--- src/hdl/mmt_pkg.sv ---
// Shared types, constants and helpers for the message mailbox table.
package mmt_pkg;

  localparam int NUM_SLOTS = 16;
  localparam int BODY_BITS = 32;

  localparam int FIELD_BODY_W = 32;
  localparam int PID_W        = 8;
  localparam int PEND_W       = 5;

  localparam int IDX_W  = (NUM_SLOTS > 1) ? $clog2(NUM_SLOTS) : 1;
  localparam int CNT_RAW_W = $clog2(NUM_SLOTS + 1);
  localparam int CNT_W  = (CNT_RAW_W > PEND_W) ? CNT_RAW_W : PEND_W;
  localparam int WIDE_W = (BODY_BITS > FIELD_BODY_W) ? BODY_BITS : FIELD_BODY_W;

  localparam logic [IDX_W-1:0] LAST_IDX = IDX_W'(NUM_SLOTS - 1);

  localparam logic FUNC_SEND = 1'b0;
  localparam logic FUNC_RECV = 1'b1;

  localparam logic ST_OK   = 1'b0;
  localparam logic ST_FAIL = 1'b1;

  typedef logic [BODY_BITS-1:0] body_t;
  typedef logic [CNT_W-1:0]     count_t;

  typedef struct packed {
    logic [PID_W-1:0] src;
    logic [PID_W-1:0] dst;
    body_t            body;
  } entry_t;

  // Commands from the controller to the datapath.
  typedef struct packed {
    logic load;
    logic step;
    logic finish;
    logic ok;
  } cmd_t;

  // Status from the datapath to the controller.
  typedef struct packed {
    logic hit;
    logic last;
    logic empty;
    logic is_recv;
    logic out_free;
  } sts_t;

  function automatic body_t fit_body(input logic [FIELD_BODY_W-1:0] w);
    logic [WIDE_W-1:0] tmp;
    tmp = WIDE_W'(w);
    return tmp[BODY_BITS-1:0];
  endfunction

  function automatic logic [FIELD_BODY_W-1:0] field_body(input body_t b);
    logic [WIDE_W-1:0] tmp;
    tmp = WIDE_W'(b);
    return tmp[FIELD_BODY_W-1:0];
  endfunction

endpackage

--- src/hdl/mmt_datapath.sv ---
// Slot store, scan pointer, match logic, message count and result register.
module mmt_datapath (
  input  logic                        clk,
  input  logic                        rst,
  input  mmt_pkg::cmd_t               cmd,
  output mmt_pkg::sts_t               sts,
  input  logic                        func,
  input  logic [7:0]                  caller_pid,
  input  logic [7:0]                  peer_pid,
  input  logic                        any_source,
  input  logic [31:0]                 body_in,
  output logic                        out_valid,
  input  logic                        out_ready,
  output logic                        status,
  output logic [4:0]                  pending_count,
  output logic [31:0]                 body_out,
  output logic [7:0]                  source_out
);
  import mmt_pkg::*;

  logic               req_func;
  logic [PID_W-1:0]   req_caller;
  logic [PID_W-1:0]   req_peer;
  logic               req_any;
  body_t              req_body;

  logic [NUM_SLOTS-1:0] slot_valid;
  count_t               count;
  entry_t               slot_mem [NUM_SLOTS];

  logic [IDX_W-1:0] ptr;
  logic             issue_end;
  logic             stage_live;
  logic [IDX_W-1:0] stage_idx;
  logic             stage_vld;
  entry_t           stage_entry;

  logic   match;
  logic   mem_wr;
  count_t count_inc;
  count_t count_dec;

  assign count_inc = count + count_t'(1);
  assign count_dec = count - count_t'(1);

  always_comb begin
    if (req_func == FUNC_SEND) begin
      match = !stage_vld;
    end else begin
      match = stage_vld && (stage_entry.dst == req_caller) &&
              (req_any || (stage_entry.src == req_peer));
    end
  end

  assign sts.hit      = stage_live && match;
  assign sts.last     = stage_live && (stage_idx == LAST_IDX);
  assign sts.empty    = (count == '0);
  assign sts.is_recv  = (req_func == FUNC_RECV);
  assign sts.out_free = !out_valid || out_ready;

  assign mem_wr = cmd.finish && cmd.ok && (req_func == FUNC_SEND);

  // Control state.
  always_ff @(posedge clk) begin
    if (rst) begin
      slot_valid <= '0;
      count      <= '0;
      issue_end  <= 1'b0;
      stage_live <= 1'b0;
      out_valid  <= 1'b0;
    end else begin
      if (out_valid && out_ready) begin
        out_valid <= 1'b0;
      end
      if (cmd.load) begin
        issue_end  <= 1'b0;
        stage_live <= 1'b0;
      end else if (cmd.step) begin
        stage_live <= !issue_end;
        if (ptr == LAST_IDX) begin
          issue_end <= 1'b1;
        end
      end
      if (cmd.finish) begin
        out_valid <= 1'b1;
        if (cmd.ok) begin
          if (req_func == FUNC_SEND) begin
            slot_valid[stage_idx] <= 1'b1;
            count <= count_inc;
          end else begin
            slot_valid[stage_idx] <= 1'b0;
            count <= count_dec;
          end
        end
      end
    end
  end

  // Request, scan and result words.
  always_ff @(posedge clk) begin
    if (cmd.load) begin
      req_func   <= func;
      req_caller <= caller_pid;
      req_peer   <= peer_pid;
      req_any    <= any_source;
      req_body   <= fit_body(body_in);
      ptr        <= '0;
    end else if (cmd.step) begin
      stage_idx <= ptr;
      stage_vld <= slot_valid[ptr];
      if (ptr != LAST_IDX) begin
        ptr <= ptr + IDX_W'(1);
      end
    end
    if (cmd.finish) begin
      if (!cmd.ok) begin
        status        <= ST_FAIL;
        pending_count <= '0;
        body_out      <= '0;
        source_out    <= '0;
      end else if (req_func == FUNC_SEND) begin
        status        <= ST_OK;
        pending_count <= count_inc[PEND_W-1:0];
        body_out      <= '0;
        source_out    <= '0;
      end else begin
        status        <= ST_OK;
        pending_count <= count_dec[PEND_W-1:0];
        body_out      <= field_body(stage_entry.body);
        source_out    <= stage_entry.src;
      end
    end
  end

  // Slot memory: one write port, one registered read port.
  always_ff @(posedge clk) begin
    if (mem_wr) begin
      slot_mem[stage_idx] <= '{src: req_caller, dst: req_peer, body: req_body};
    end
    if (cmd.step) begin
      stage_entry <= slot_mem[ptr];
    end
  end

  a_count_tracks_valid: assert property (@(posedge clk) disable iff (rst)
    count == count_t'($countones(slot_valid)))
    else $error("message count differs from number of valid slots");

  a_finish_when_free: assert property (@(posedge clk) disable iff (rst)
    cmd.finish |-> (!out_valid || out_ready))
    else $error("result written over a word not yet taken");

  a_finish_shows: assert property (@(posedge clk) disable iff (rst)
    cmd.finish |=> out_valid)
    else $error("finished request produced no result word");

  a_hit_only_live: assert property (@(posedge clk) disable iff (rst)
    sts.hit |-> !cmd.step)
    else $error("scan advanced past a matching slot");

endmodule

--- src/hdl/mmt_ctrl.sv ---
// Request sequencer: accepts a word, steps the slot scan and hands off the result.
module mmt_ctrl (
  input  logic          clk,
  input  logic          rst,
  input  logic          in_valid,
  output logic          in_ready,
  input  mmt_pkg::sts_t sts,
  output mmt_pkg::cmd_t cmd
);
  import mmt_pkg::*;

  localparam logic [1:0] S_IDLE = 2'd0;
  localparam logic [1:0] S_SCAN = 2'd1;
  localparam logic [1:0] S_DONE = 2'd2;

  logic [1:0] state;
  logic [1:0] state_next;
  logic       ok;
  logic       ok_next;

  assign in_ready = (state == S_IDLE);

  always_comb begin
    state_next = state;
    ok_next    = ok;
    cmd        = '0;
    cmd.ok     = ok;
    unique case (state)
      S_IDLE: begin
        if (in_valid) begin
          cmd.load   = 1'b1;
          state_next = S_SCAN;
        end
      end
      S_SCAN: begin
        // A receive with no message held fails without scanning.
        priority if (sts.is_recv && sts.empty) begin
          ok_next    = 1'b0;
          state_next = S_DONE;
        end else if (sts.hit) begin
          ok_next    = 1'b1;
          state_next = S_DONE;
        end else if (sts.last) begin
          ok_next    = 1'b0;
          state_next = S_DONE;
        end else begin
          cmd.step = 1'b1;
        end
      end
      S_DONE: begin
        if (sts.out_free) begin
          cmd.finish = 1'b1;
          state_next = S_IDLE;
        end
      end
      default: begin
        state_next = S_IDLE;
      end
    endcase
  end

  always_ff @(posedge clk) begin
    if (rst) begin
      state <= S_IDLE;
      ok    <= 1'b0;
    end else begin
      state <= state_next;
      ok    <= ok_next;
    end
  end

endmodule

--- src/hdl/message_mailbox_table_core.sv ---
// Top level of the message mailbox table: sequencer plus slot datapath.
//
//   Channel  Handshake            Word
//   in       in_valid / in_ready  func, caller_pid, peer_pid, any_source, body_in
//   out      out_valid/ out_ready status, pending_count, body_out, source_out
//
// A request is loaded, then the scan reads one slot per cycle through the slot
// memory read port up to the match or the last slot, and the result is written
// once the output register is free. A receive with no message held fails without scanning.
// Synchronous reset empties every slot and zeroes the count at once.
// A new word is taken while a result still waits; its result is held back
// until the output register has been emptied.
module message_mailbox_table_core (
  input  logic        clk,
  input  logic        rst,
  input  logic        in_valid,
  output logic        in_ready,
  input  logic        func,
  input  logic [7:0]  caller_pid,
  input  logic [7:0]  peer_pid,
  input  logic        any_source,
  input  logic [31:0] body_in,
  output logic        out_valid,
  input  logic        out_ready,
  output logic        status,
  output logic [4:0]  pending_count,
  output logic [31:0] body_out,
  output logic [7:0]  source_out
);
  import mmt_pkg::*;

  cmd_t cmd;
  sts_t sts;

  mmt_ctrl u_ctrl (
    .clk      (clk),
    .rst      (rst),
    .in_valid (in_valid),
    .in_ready (in_ready),
    .sts      (sts),
    .cmd      (cmd)
  );

  mmt_datapath u_datapath (
    .clk           (clk),
    .rst           (rst),
    .cmd           (cmd),
    .sts           (sts),
    .func          (func),
    .caller_pid    (caller_pid),
    .peer_pid      (peer_pid),
    .any_source    (any_source),
    .body_in       (body_in),
    .out_valid     (out_valid),
    .out_ready     (out_ready),
    .status        (status),
    .pending_count (pending_count),
    .body_out      (body_out),
    .source_out    (source_out)
  );

endmodule

--- config.mk ---
export PLATFORM = sky130hd
export DESIGN_NAME = message_mailbox_table_core
export DESIGN_NICKNAME = d
export VERILOG_FILES = /design/src/hdl/mmt_pkg.sv /design/src/hdl/mmt_datapath.sv /design/src/hdl/mmt_ctrl.sv /design/src/hdl/message_mailbox_table_core.sv
export SDC_FILE = /design/constraint.sdc
export NUM_CORES = 1
export LEC_CHECK = 0
export ABC_AREA = 1
export BUFFER_PORTS_ARGS = -buffer_cell sky130_fd_sc_hd__clkbuf_2
export CAP_MARGIN = 30
export CORE_MARGIN = 1
export CORE_UTILIZATION = 53
export CTS_CLUSTER_SIZE = 10
export DETAILED_ROUTE_END_ITERATION = 7
export GPL_ROUTABILITY_DRIVEN = 0
export PLACE_DENSITY = 0.69
export SYNTH_ARGS = -nofsm -noshare
export SYNTH_HDL_FRONTEND = slang
export SYNTH_HIERARCHICAL = 1
export SYNTH_SLANG_ARGS = --single-unit
--- constraint.sdc ---
create_clock -name clk -period 14.4 [get_ports clk]
set_input_delay 1.44 -clock clk [delete_from_list [all_inputs] [get_ports clk]]
set_output_delay 1.44 -clock clk [all_outputs]
set_load 0.1 [all_outputs]
==> key figures, run 1 <==
Setup path
  • Data required time of the worst path: 14670 ps
  • FF-to-FF End: u_datapath/stage_entry[27]$_DFFE_PP_
  • Worst r2r path cells: 6
  • R2R Setup Slk: ~11000 ps
  • Worst Setup Path Type: in2reg
  • Worst R2R Start: u_datapath/ptr[0]$_SDFFE_PP0P_
  • WP data arrival: around 4000 ps
  • Critical Path Start Type: input pin
  • Critical path capture point type: register
  • Crit-path max FO: 28

Final layout
  • Area Growth Syn to Fin: 11.3%
  • Share of layout cells above drive strength 1: 10.2%
  • Final cell count without fillers: around 3700
  • # diodes: 0
  • Final Cell Area: 0.0408 mm²
  • Layout Nets: a little under 3000

Routing
  • Routed via count: about 22000
  • Vias per inst: 5.94
  • DRT iter0 DRCs: ~2700
  • Drt wl/cell: 22.3 µm
  • Detailed-router iteration count before antenna repair: 5
  • DRC Markers: 0
  • Routed Antenna Nets: 0
  • Final WL: ~83 mm

Global route
  • All-Layer GR Usage: 23.8%
  • Antenna violations before repair: 0
  • First-pass GRT wire length: 127 mm
  • Vias in the first global route: around 22000
  • Grt total ovfl: 0
  • Largest net degree at the start of global routing: about 200

Logic synthesis
  • Post-Synthesis Cells: around 2700
  • Synth Cell Area: 0.0366 mm²
  • Yosys top cell by area: edfxtp_1
  • Count leader, synth: edfxtp_1
  • Top cells by area, synth: edfxtp_1 (75%), nor2_1 (5.9%), o21ai_0 (5.4%), nand2_1 (2.1%), o22ai_1 (2.0%)
  • Sequential share of the synthesized area: around three quarters
  • Post-synth ARST share: 0%
  • Syn Area/Cell: 13.3 µm²
  • Syn Nets: around 2800
  • Synth Register Bits: ~950
  • Warnings from Yosys: 6
  • Top cells by count, synth: edfxtp_1 (917), nor2_1 (576), o21ai_0 (394)
  • Yosys top cell area share: around three quarters
  • Cell variety after synth: 35
  • Post-synth EDFFs: 917
  • Main synth FF type: edfxtp_1

Pwr
  • Power, Total: 0.00586 W
  • Max rail drop VDD: between 0.08 and 0.09 mV
  • Leak: approximately 14 nW
  • Power Density: 144 mW/mm²

Timing
  • Final hold violation count: 0
  • Final TNS setup: 0 ps
  • Worst clock skew: 29.5 ps
  • RSZ-0062 raised after global routing: no
  • Slew HR: a little under a third
  • Least-Margin Pin Slew: a little over 1000 ps
  • Final min period: around 3600 ps
  • Fin crit share: approximately a quarter
  • Final Max Tran Viols: 0
  • Final setup fails: 0
  • Top achievable clock speed: approximately 0.28 GHz

Clock network
  • # clock sinks: ~950
  • Cts repair resizes: 0
  • Clk buf depth: 3
  • Worst skew pair latency: ~660 ps
  • CTS clock-pin slew for the worst setup and hold paths: about 60 ps
  • CTS H-tree lvls: 3
  • Hold-fix buffers, CTS: 0
  • Clock root cell: clkbuf_16
  • CTS tree: built
  • Number of buffers created by CTS: 106
  • # Post-CTS Setup Buffers: 0

Die
  • Die area: ~0.07 mm²
  • Core area: 0.0685 mm²
  • Starting Density: a little over half
  • Die Height: between 200 and 300 µm
  • IO Count: 102
  • Rows: 96
  • Die Span X: about 260 µm

Worst hold path
  • Hold_sp: u_datapath/issue_end$_SDFFE_PP0P_
  • Min-Delay Path Class: reg2reg
  • Hold path cells: 1
  • Hold endpoint: u_datapath/stage_live$_SDFFE_PP0P_

Job
  • Max Cap Viol: 0

Placed design
  • Placed cell count: between 3000 and 4000
  • Post-Place Cell Area: approximately 0.038 mm²
  • PortBufs: ~100
  • DP Wirelength: roughly 41 mm

Run status
  • Status: complete, no violations
sequential cells by signal (all words and copies together), names as in the netlist, named ones only:
signal / cells
u_datapath/slot_mem: 768
u_datapath/stage_entry: 48
u_datapath/body_out: 32
u_datapath/req_body: 32
u_datapath/req_caller: 8
u_datapath/req_peer: 8
u_datapath/source_out: 8
u_datapath/count: 5
u_datapath/pending_count: 5
u_datapath/ptr: 4
u_datapath/stage_idx: 4
u_ctrl/state: 2
u_ctrl/ok: 1
u_datapath/issue_end: 1
u_datapath/out_valid: 1
u_datapath/req_any: 1
u_datapath/req_func: 1
u_datapath/stage_live: 1
u_datapath/stage_vld: 1
u_datapath/status: 1
how the worst max path moves through the flow:
stage | from | end
3_3_place_gp | out_ready | u_datapath/slot_mem[11][25]$_DFFE_PP_
3_5_place_dp | out_ready | u_datapath/slot_mem[11][9]$_DFFE_PP_
4_1_cts | out_ready | u_datapath/slot_mem[11][11]$_DFFE_PP_
5_1_grt | out_ready | u_datapath/slot_mem[11][11]$_DFFE_PP_
6_report | out_ready | u_datapath/slot_mem[11][11]$_DFFE_PP_
2_1_floorplan | out_ready | u_datapath/slot_mem[3][0]$_DFFE_PP_
layout by cell type, fill, tap and decap left out, types with 2 or more instances in the layout:
master	instances
inv_6	2
xor2_1	3
buf_16	5
nor3_2	3
nor3_1	3
edfxtp_1	917
o211ai_1	80
a21oi_1	27
xnor2_1	8
clkbuf_1	22
buf_4	34
dfxtp_4	3
nor2_2	2
o22ai_1	116
clkinv_1	4
clkbuf_16	109
o21ai_0	394
clkbuf_2	101
ha_1	4
o21ai_1	8
nand2_1	208
nand3_1	75
clkinv_2	3
inv_2	9
o21bai_1	18
nor2_1	565
dfxtp_1	28
a211oi_1	3
buf_12	2
nor2_4	11
inv_1	84
metal layers:
| metal | part of all wire (%) | track usage [%] | wire [µm] |
|---|---|---|---|
| met5 | 0 | 0 | 0 |
| met4 | 2.3 | 8.33 | 1910 |
| met3 | 7.1 | 3.29 | 5950 |
| met2 | 49 | 39.5 | 40600 |
| met1 | 42 | 32.4 | 35000 |
worst max-delay path, stage by stage:
cell and delay, ps:
clkbuf_2 80, inv_1 30, nand2_1 80, inv_1 80
nor2_4 120, nand2_1 240, nor3_2 300, nand2_1 160
nor2_4 730, buf_4 610
metrics by stage:
| step | hold WS (ps) | worst slack, ps | util (%) |
|---|---|---|---|
| finish | 445 | 10770 | 59.6 |
| global route | 475 | 10580 | 59.6 |
| CTS | 447 | 10770 | 59.4 |
| detailed placement | 432 | 10100 | 55.2 |
| global placement | 429 | 10240 | 55.1 |
| floorplan | 403 | 6460 | - |
where the power goes:
| group | internal, W | total, W | switching (W) |
|---|---|---|---|
| registers | 0.00307 | 0.00313 | 0.0000576 |
| logic | 0.000122 | 0.000410 | 0.000287 |
| clock network | 0.00135 | 0.00233 | 0.000979 |
logic make-up after synthesis:
logic type	Yosys count	synth area share, %
DFF	948	76.8
and+or+nand+nor	869	9.22
AOI/OAI and AO/OA	649	9.97
buffers and inverters	264	3.52
xor gates and xnor gates	11	0.263
adders and majority gates	5	0.191
final cells by class:
type | count | area [µm²]
sequential | 948 | 28200
timing repair buffer | 142 | 938
multi-input combinational | 1534 | 7290
fill | 5136 | 27700
clock inverter | 9 | 87.6
clock buffer | 131 | 2810
inverter | 97 | 374
tap | 882 | 1100
No activity file was read; power rests on OpenSTA's default activity.
==> run 2: changes to the inputs <==
--- a/config.mk
+++ b/config.mk
@@ -5,7 +5,7 @@
 export SDC_FILE = /design/constraint.sdc
 export NUM_CORES = 1
 export LEC_CHECK = 0
-export ABC_AREA = 1
+export ABC_AREA = 0
 export BUFFER_PORTS_ARGS = -buffer_cell sky130_fd_sc_hd__clkbuf_2
 export CAP_MARGIN = 30
 export CORE_MARGIN = 1
@@ -13,7 +13,7 @@
 export CTS_CLUSTER_SIZE = 10
 export DETAILED_ROUTE_END_ITERATION = 7
 export GPL_ROUTABILITY_DRIVEN = 0
-export PLACE_DENSITY = 0.69
+export PLACE_DENSITY = 0.72
 export SYNTH_ARGS = -nofsm -noshare
 export SYNTH_HDL_FRONTEND = slang
 export SYNTH_HIERARCHICAL = 1
==> constraint.sdc (replaced) <==
create_clock -name clk -period 3.2 [get_ports clk]
set_input_delay 0.32 -clock clk [delete_from_list [all_inputs] [get_ports clk]]
set_output_delay 0.32 -clock clk [all_outputs]
set_load 0.1 [all_outputs]
==> run 2 against run 1 <==
Against the previous run: sequential power grew to 4.4 times the previous value; flip-flop and latch count is the same; critical path type is now reg2reg; clock-buffer cell count is the same; largest power group unchanged.
==> key figures, run 2 <==
Pwr
  • Internal: 0.0205 W (was 0.00454 W)
  • Max rail drop VDD: 0.460 mV (was 0.0872 mV)
  • Net Switching: 0.00529 W (was 0.00132 W)
  • Leak: 13.1 nW (was 13.8 nW)
  • Clock network power share: 40.2% (was 39.7%)
  • Power Density: 622 mW/mm² (was 144 mW/mm²)
  • Combinational Power Share: 5.7% (was 7.0%)
  • Sw frac: 20.5% (was 22.6%)
  • Sequential Power Share: 54.1% (was 53.3%)

Setup path
  • Data required time of the worst path: 3500 ps (was 14670 ps)
  • Critical Path Start Type: register (was input pin)
  • Worst Setup Path Type: reg2reg (was in2reg)
  • CP max-delay cell: edfxtp_1 (was nor2_4)
  • Critical path capture point type: register (unchanged)
  • WP buf/inv: 1 (was 4)
  • Crit path max-delay family: flip-flops (was simple AND/OR/NAND/NOR gates)
  • Worst-path cell chain: xor2_1 -> nor4_1 -> a21oi_1 -> o21ai_0 -> a211o_1 -> nor2_4 -> buf_4 (was clkbuf_2 -> inv_1 -> nand2_1 -> inv_1 -> nor2_4 -> nand2_1 -> nor3_2 -> nand2_1 -> nor2_4 -> buf_4)
  • WP data arrival: 3210 ps (was 3900 ps)
  • Critical path's largest stage delay: 710 ps (was 730 ps)
  • Crit-path max FO: 18 (was 28)

Clock network
  • Clk buf depth: 3 (unchanged)
  • Cts repair resizes: 0 (unchanged)
  • CTS tree: built (unchanged)
  • CTS clock-pin slew for the worst setup and hold paths: 60 ps (about the same)
  • Hold-fix buffers, CTS: 50 (was 0)
  • # clock sinks: 948 (unchanged)
  • # Post-CTS Setup Buffers: 0 (unchanged)
  • Worst skew pair latency: 660 ps (about the same)
  • Number of buffers created by CTS: 105 (was 106)
  • CTS H-tree lvls: 3 (unchanged)
  • Clock root cell: clkbuf_16 (unchanged)

Job
  • Max Cap Viol: 0 (unchanged)

Logic synthesis
  • Cell variety after synth: 41 (was 35)
  • Sequential share of the synthesized area: 78.6% (was 76.8%)
  • Top cells by count, synth: edfxtp_1 (917), mux4_2 (196), a21oi_1 (61) (was edfxtp_1 (917), nor2_1 (576), o21ai_0 (394))
  • Synth Register Bits: 948 (unchanged)
  • Post-synth EDFFs: 917 (unchanged)
  • Top cells by area, synth: edfxtp_1 (77%), mux4_2 (12%), dfxtp_1 (1.7%), mux2i_1 (1.4%), a211oi_1 (1.0%) (was edfxtp_1 (75%), nor2_1 (5.9%), o21ai_0 (5.4%), nand2_1 (2.1%), o22ai_1 (2.0%))
  • Warnings from Yosys: 6 (unchanged)
  • Syn Nets: 1715 (was 2805)
  • Yosys top cell by area: edfxtp_1 (unchanged)
  • Synth Cell Area: 0.0358 mm² (was 0.0366 mm²)
  • Post-synth ARST share: 0% (unchanged)
  • Syn Area/Cell: 21.6 µm² (was 13.3 µm²)
  • Post-Synthesis Cells: 1656 (was 2746)
  • Main synth FF type: edfxtp_1 (unchanged)
  • Yosys top cell area share: 76.9% (was 75.1%)
  • Count leader, synth: edfxtp_1 (unchanged)

Routing
  • Max Used Layer: met5 (was met4)
  • Final WL: 77.6 mm (was 83.5 mm)
  • Detailed-router iteration count before antenna repair: 7 (was 5)
  • Met3 Routed Length: 5.78 mm (was 5.95 mm)
  • Routed via count: 17400 (was 22200)
  • Routed Antenna Nets: 0 (unchanged)
  • Drt wl/cell: 27.7 µm (was 22.3 µm)
  • DRT iter0 DRCs: 1807 (was 2659)
  • Met2 routed WL: 37.7 mm (was 40.6 mm)
  • M1 WL: 32.4 mm (was 35.0 mm)
  • Vias per inst: 6.19 (was 5.94)
  • DRC Markers: 0 (unchanged)

Global route
  • First-pass GRT wire length: 115 mm (was 127 mm)
  • Vias in the first global route: 17700 (was 22100)
  • Grt total ovfl: 0 (unchanged)
  • Antenna violations before repair: 3 (was 0)
  • Largest net degree at the start of global routing: 53 (was 198)
  • All-Layer GR Usage: 23.2% (was 23.8%)

Die
  • Die area: 0.0686 mm² (was 0.0702 mm²)
  • Die Span X: 262 µm (was 265 µm)
  • Starting Density: 54.0% (was 53.5%)
  • Core area: 0.0663 mm² (was 0.0685 mm²)
  • Rows: 94 (was 96)
  • IO Count: 102 (unchanged)
  • Die Height: 262 µm (was 265 µm)

Final layout
  • Max reg flops: 768 (unchanged)
  • Area Growth Syn to Fin: 15.7% (was 11.3%)
  • Top flop regs: u_datapath/slot_mem: 768 flops, u_datapath/stage_entry: 48 flops (unchanged)
  • Commonest non-fill, non-tap cell in the layout: edfxtp_1 (unchanged)
  • # diodes: 0 (unchanged)
  • Commonest cells after routing, fill and taps aside: edfxtp_1 (917), mux4_2 (196), clkbuf_16 (106) (was edfxtp_1 (917), nor2_1 (565), o21ai_0 (394))
  • Share of layout cells above drive strength 1: 27.1% (was 10.2%)
  • Layout Nets: 1969 (was 2888)
  • Reg with most FFs: u_datapath/slot_mem (unchanged)

Placed design
  • DP Wirelength: 43.3 mm (was 40.5 mm)
  • PortBufs: 101 (unchanged)
  • DP Worst Slack: 358 ps (was 10100 ps)

Timing
  • Least-Margin Pin Slew: 737 ps (was 1020 ps)
  • RSZ-0062 raised after global routing: no (unchanged)
  • Fin crit share: 90.9%
  • Final min period: 2910 ps
  • Final TNS setup: 0 ps (unchanged)
  • Final Max Tran Viols: 0 (unchanged)
  • Final hold violation count: 0 (unchanged)
  • WHS: 200 ps (was 445 ps)
  • Setup WS post-layout: 292 ps (was 10770 ps)
  • Worst clock skew: 26.7 ps (was 29.5 ps)
  • Top achievable clock speed: between 0.3 and 0.4 GHz
  • Slew HR: 50.9% (was 31.9%)
  • Final setup fails: 0 (unchanged)

Run status
  • Status: complete, no violations (unchanged)

Worst hold path
  • Min-Delay Path Class: in2reg (was reg2reg)
[run 2: changes by cell type after synthesis, moves of 34 or more]
cell      delta
o22ai_1    -116
and3_1      +42
clkbuf_1    -40
mux4_2     +196
nor2_1     -526
inv_1       -85
nand2_1    -189
nor2b_1     +54
o21ai_0    -392
nand3_1     -64
a211oi_1    +47
mux2i_1     +51
a21oi_1     +34
o211ai_1    -80
[run 2: worst reg2reg max path: stages, from the launching register on]
cell and delay (ps):
edfxtp_1 710, xor2_1 200, nor4_1 80, a21oi_1 200, o21ai_0 150, a211o_1 350, nor2_4 430, buf_4 430
[run 2: logic make-up after synthesis]
kind of cell / count (synthesis) / synth area share, %
DFF: 948 / 78.6
xor gates and xnor gates: 22 / 0.576
adders and majority gates: 5 / 0.196
buffers and inverters: 97 / 1.42
AOI/OAI and AO/OA: 135 / 2.40
and+or+nand+nor: 202 / 3.06
muxes: 247 / 13.7
[run 2: path summary, 6_finish.rpt]
check / start / to / slack [ps] / cells after the start
setup / recovery: u_datapath/req_peer[0]$_DFFE_PP_ / u_datapath/stage_entry[10]$_DFFE_PP_ / 290 / 7
hold / removal: out_ready / u_datapath/out_valid$_SDFFE_PP0P_ / 200 / 4
setup reg to reg: u_datapath/req_peer[0]$_DFFE_PP_ / u_datapath/stage_entry[10]$_DFFE_PP_ / 290 / 7
hold reg to reg: u_datapath/count[3]$_SDFFE_PP0P_ / u_datapath/count[3]$_SDFFE_PP0P_ / 480 / 2
[run 2: power groups by stage]
stage          Sequential [W]  Combinational [W]  Clock (W)
5_1_grt                0.0139            0.00157     0.0110
3_3_place_gp           0.0142            0.00142          0
3_5_place_dp           0.0142            0.00143          0
4_1_cts                0.0139            0.00149     0.0105
6_report               0.0139            0.00146     0.0104
2_1_floorplan          0.0142            0.00101          0
[run 2: through the flow]
stage | std cells | area (µm²) | util [%] | power [W]
CTS | 2806 | 41400 | 62.5 | 0.0259
detailed placement | 2617 | 38100 | 57.4 | 0.0156
global placement | 2617 | 38100 | 57.4 | 0.0156
finish | 2806 | 41400 | 62.5 | 0.0258
floorplan | 1656 | 36000 | - | 0.0152
global route | 2806 | 41400 | 62.5 | 0.0265
[run 2: metal layers]
metal / GRT usage [%] / vias up
li1: - / 7336
met1: 33.9 / 9078
met2: 36.9 / 821
met3: 3.51 / 138
met4: 6.87 / 2
met5: 0 / -
[run 2: area by class of cell]
class	instances	area (µm²)
Clock buffer	131	2750
Clock inverter	8	109
Fill cell	4506	24900
Inverter	7	26.3
Multi-Input combinational cell	611	7290
Sequential cell	948	28200
Tap cell	864	1080
Timing Repair Buffer	237	2010
==> run 3: changes to the inputs <==
--- a/config.mk
+++ b/config.mk
@@ -8,7 +8,7 @@
 export ABC_AREA = 0
 export BUFFER_PORTS_ARGS = -buffer_cell sky130_fd_sc_hd__clkbuf_2
 export CAP_MARGIN = 30
-export CORE_MARGIN = 1
+export CORE_MARGIN = 5
 export CORE_UTILIZATION = 53
 export CTS_CLUSTER_SIZE = 10
 export DETAILED_ROUTE_END_ITERATION = 7
@@ -16,5 +16,4 @@
 export PLACE_DENSITY = 0.72
 export SYNTH_ARGS = -nofsm -noshare
 export SYNTH_HDL_FRONTEND = slang
-export SYNTH_HIERARCHICAL = 1
 export SYNTH_SLANG_ARGS = --single-unit
==> run 3 against run 2 <==
Against the previous run: critical path depth is 1 lower; critical path type unchanged; synthesized cell count is 9.5% lower; first-iteration DRC count is 12% higher; via count is 4.8% lower; global-route usage is 1.3 points lower; clock skew is 1.2 ps higher; register-to-register slack hardly changed; clock-buffer cell count is 6 higher; wire length is 0.64% higher; highest routed layer is now met4; cell count is 6.1% lower.
==> key figures, run 3 <==
Run status
  • Status: complete, no violations (unchanged)

Logic synthesis
  • Post-Synth XOR/XNOR Area: 0.519% (was 0.576%)
  • Synth Cell Area: 0.0354 mm² (was 0.0358 mm²)
  • Yosys top cell by area: edfxtp_1 (unchanged)
  • Syn Nets: 1557 (was 1715)
  • Synth Register Bits: 948 (unchanged)
  • Post-synth EDFFs: 917 (unchanged)
  • Post-synthesis adder-cell area fraction: 0.198% (was 0.196%)
  • Synth Area in Compound Gates: 0.865% (was 2.40%)
  • Cell variety after synth: 48 (was 41)
  • Mux contribution to synthesized area: 15.6% (was 13.7%)
  • Top cells by area, synth: edfxtp_1 (78%), mux4_2 (16%), dfxtp_1 (1.8%), and3_1 (0.79%), clkbuf_1 (0.44%) (was edfxtp_1 (77%), mux4_2 (12%), dfxtp_1 (1.7%), mux2i_1 (1.4%), a211oi_1 (1.0%))
  • Warnings from Yosys: 0 (was 6)
  • Post-Synthesis Cells: 1498 (was 1656)
  • Synth Area in Simple Gates: 2.18% (was 3.06%)
  • Post-synth ARST share: 0% (unchanged)
  • Syn Area/Cell: 23.7 µm² (was 21.6 µm²)
  • Count leader, synth: edfxtp_1 (unchanged)
  • Largest family of logic cells by synthesized area: multiplexers (unchanged)
  • Yosys top cell area share: 77.7% (was 76.9%)
  • Top cells by count, synth: edfxtp_1 (917), mux4_2 (245), and3_1 (45) (was edfxtp_1 (917), mux4_2 (196), a21oi_1 (61))
  • Sequential share of the synthesized area: 79.5% (was 78.6%)
  • Main synth FF type: edfxtp_1 (unchanged)

Routing
  • DRC Markers: 0 (unchanged)
  • Final WL: 78.1 mm (was 77.6 mm)
  • Detailed-router iteration count before antenna repair: 5 (was 7)
  • Vias per inst: 6.28 (was 6.19)
  • DRT iter0 DRCs: 2028 (was 1807)
  • Routed Antenna Nets: 0 (unchanged)
  • Drt wl/cell: 29.6 µm (was 27.7 µm)
  • Routed via count: 16500 (was 17400)

Timing
  • Top achievable clock speed: 0.344 GHz (about the same)
  • WHS: 85.7 ps (was 200 ps)
  • Final Max Tran Viols: 0 (unchanged)
  • Final setup fails: 0 (unchanged)
  • Worst clock skew: 27.9 ps (was 26.7 ps)
  • RSZ-0062 raised after global routing: no (unchanged)
  • Final min period: 2910 ps (about the same)
  • Final TNS setup: 0 ps (unchanged)
  • Fin crit share: 90.8% (was 90.9%)
  • Slew HR: 45.2% (was 50.9%)
  • Least-Margin Pin Slew: 823 ps (was 737 ps)
  • Final hold violation count: 0 (unchanged)
  • Setup WS post-layout: 295 ps (was 292 ps)

Pwr
  • Net Switching: 0.00514 W (was 0.00529 W)
  • Power Density: 625 mW/mm² (was 622 mW/mm²)
  • Sw frac: 20.1% (was 20.5%)
  • Leak: 12.8 nW (was 13.1 nW)
  • Sequential Power Share: 54.7% (was 54.1%)
  • Combinational Power Share: 4.6% (was 5.7%)
  • Max rail drop VDD: 0.431 mV (was 0.460 mV)
  • Internal: 0.0204 W (was 0.0205 W)
  • Clock network power share: 40.8% (was 40.2%)

Final layout
  • Area Growth Syn to Fin: 15.5% (was 15.7%)
  • FF/Latch Area: 0.0282 mm² (unchanged)
  • Fillers: 4267 (was 4506)
  • Layout Nets: 1797 (was 1969)
  • Commonest non-fill, non-tap cell in the layout: edfxtp_1 (unchanged)
  • Top flop regs: u_datapath.slot_mem: 768 flops, u_datapath.stage_entry: 48 flops (was u_datapath/slot_mem: 768 flops, u_datapath/stage_entry: 48 flops)
  • Area occupied by multi-input gates: 0.00698 mm² (was 0.00729 mm²)
  • Share of layout cells above drive strength 1: 30.9% (was 27.1%)
  • Reg with most FFs: u_datapath.slot_mem (was u_datapath/slot_mem)
  • Commonest cells after routing, fill and taps aside: edfxtp_1 (917), mux4_2 (245), clkbuf_16 (109) (was edfxtp_1 (917), mux4_2 (196), clkbuf_16 (106))
  • Final Cell Area: 0.0409 mm² (was 0.0414 mm²)
  • Max reg flops: 768 (unchanged)

Setup path
  • WP buf/inv: 2 (was 1)
  • Crit. Startpoint: u_datapath.req_peer[1]$_DFFE_PP_ (was u_datapath/req_peer[0]$_DFFE_PP_)
  • Critical path's largest stage delay: 680 ps (was 710 ps)
  • Critical Path Start Type: register (unchanged)
  • Worst R2R Start: u_datapath.req_peer[1]$_DFFE_PP_ (was u_datapath/req_peer[0]$_DFFE_PP_)
  • Critical path capture point type: register (unchanged)
  • Worst Setup Path Type: reg2reg (unchanged)
  • WP data arrival: 3260 ps (was 3210 ps)
  • Data required time of the worst path: 3550 ps (was 3500 ps)
  • Crit-path max FO: 42 (was 18)
  • CP max-delay cell: edfxtp_1 (unchanged)
  • Worst-path cell chain: xor2_1 -> nor4_1 -> a41o_1 -> a31o_4 -> inv_4 -> buf_4 (was xor2_1 -> nor4_1 -> a21oi_1 -> o21ai_0 -> a211o_1 -> nor2_4 -> buf_4)
  • Crit path max-delay family: buffers and inverters (was flip-flops)

Clock network
  • CTS H-tree lvls: 3 (unchanged)
  • # clock sinks: 948 (unchanged)
  • Clk buf depth: 3 (unchanged)
  • Number of buffers created by CTS: 105 (unchanged)
  • Hold-fix buffers, CTS: 50 (unchanged)
  • Worst skew pair latency: 660 ps (about the same)
  • CTS clock-pin slew for the worst setup and hold paths: 50 ps (was 60 ps)
  • Cts repair resizes: 0 (unchanged)
  • Clock root cell: clkbuf_16 (unchanged)
  • CTS tree: built (unchanged)
  • # Post-CTS Setup Buffers: 0 (unchanged)

Die
  • Die Height: 269 µm (was 262 µm)
  • IO Count: 102 (unchanged)
  • Die Span X: 269 µm (was 262 µm)
  • Rows: 94 (unchanged)
  • Die area: 0.0721 mm² (was 0.0686 mm²)
  • Core area: 0.0660 mm² (was 0.0663 mm²)
  • Starting Density: 53.7% (was 54.0%)

Global route
  • Largest net degree at the start of global routing: 49 (was 53)
  • Vias in the first global route: 17200 (was 17700)
  • All-Layer GR Usage: 22.0% (was 23.2%)
  • Grt total ovfl: 0 (unchanged)
  • Antenna violations before repair: 2 (was 3)
  • First-pass GRT wire length: 115 mm (about the same)

Placed design
  • DP Wirelength: 39.6 mm (was 43.3 mm)
  • Post-Place Cell Area: 0.0375 mm² (was 0.0381 mm²)
  • DP Worst Slack: 354 ps (was 358 ps)
  • PortBufs: 101 (unchanged)

Worst hold path
  • Min-Delay Path Class: in2reg (unchanged)
  • Hold_sp: out_ready (unchanged)

Job
  • Max Cap Viol: 0 (unchanged)
## run 3: power groups by stage
| stage | clock network (W) | registers, W | logic (W) |
|---|---|---|---|
| global placement | 0 | 0.0142 | 0.00112 |
| floorplan | 0 | 0.0142 | 0.000786 |
| global route | 0.0112 | 0.0140 | 0.00124 |
| finish | 0.0104 | 0.0140 | 0.00116 |
| CTS | 0.0106 | 0.0140 | 0.00119 |
| detailed placement | 0 | 0.0142 | 0.00113 |
## run 3: path summary, 6_finish.rpt
| path | end | cells after the start | slack, ps |
|---|---|---|---|
| min | u_datapath.out_valid$_SDFFE_PP0P_ | 3 | 90 |
| min reg2reg | register | 2 | 480 |
| max | u_datapath.stage_entry[17]$_DFFE_PP_ | 6 | 290 |
| max reg2reg | u_datapath.stage_entry[17]$_DFFE_PP_ | 6 | 290 |
## run 3: final cells by class
class / count / area share, %
flip-flops and latches: 948 / 68.9
multi-input cells: 463 / 17.1
clock buffers: 137 / 6.95
repair buffers: 207 / 4.31
well taps: 864 / 2.64
inverters: 13 / 0.125
clock inverters: 2 / 0.0581
diodes: 1 / 0.00612
## run 3: worst reg2reg max path, cell delays in order (launching register included)
cell and delay (ps):
edfxtp_1 680, xor2_1 330, nor4_1 130, a41o_1 320
a31o_4 280, inv_4 580, buf_4 310
## run 3: metal layers
metal / GRT usage (%) / vias to the layer above / wire length, µm
met1: 31.8 / 8809 / 31400
met4: 6.06 / 0 / 1640
met2: 35.9 / 821 / 39100
li1: - / 6791 / -
met3: 3.42 / 119 / 5990
met5: 0 / - / 0
## run 3: through the flow
step	utilization [%]	power [W]	instances
2_1_floorplan	-	0.0150	1498
3_5_place_dp	56.9	0.0154	2445
5_1_grt	62.0	0.0264	2634
4_1_cts	62.0	0.0258	2634
6_report	62.0	0.0256	2635
3_3_place_gp	56.9	0.0153	2445
## run 3: logic make-up after synthesis
logic type | after synthesis
AO/OA/AOI/OAI | 48
XOR/XNOR | 21
adder cells (fa/ha/maj) | 5
buffers and inverters | 87
flip-flops | 948
multiplexers | 246
AND/OR/NAND/NOR | 143
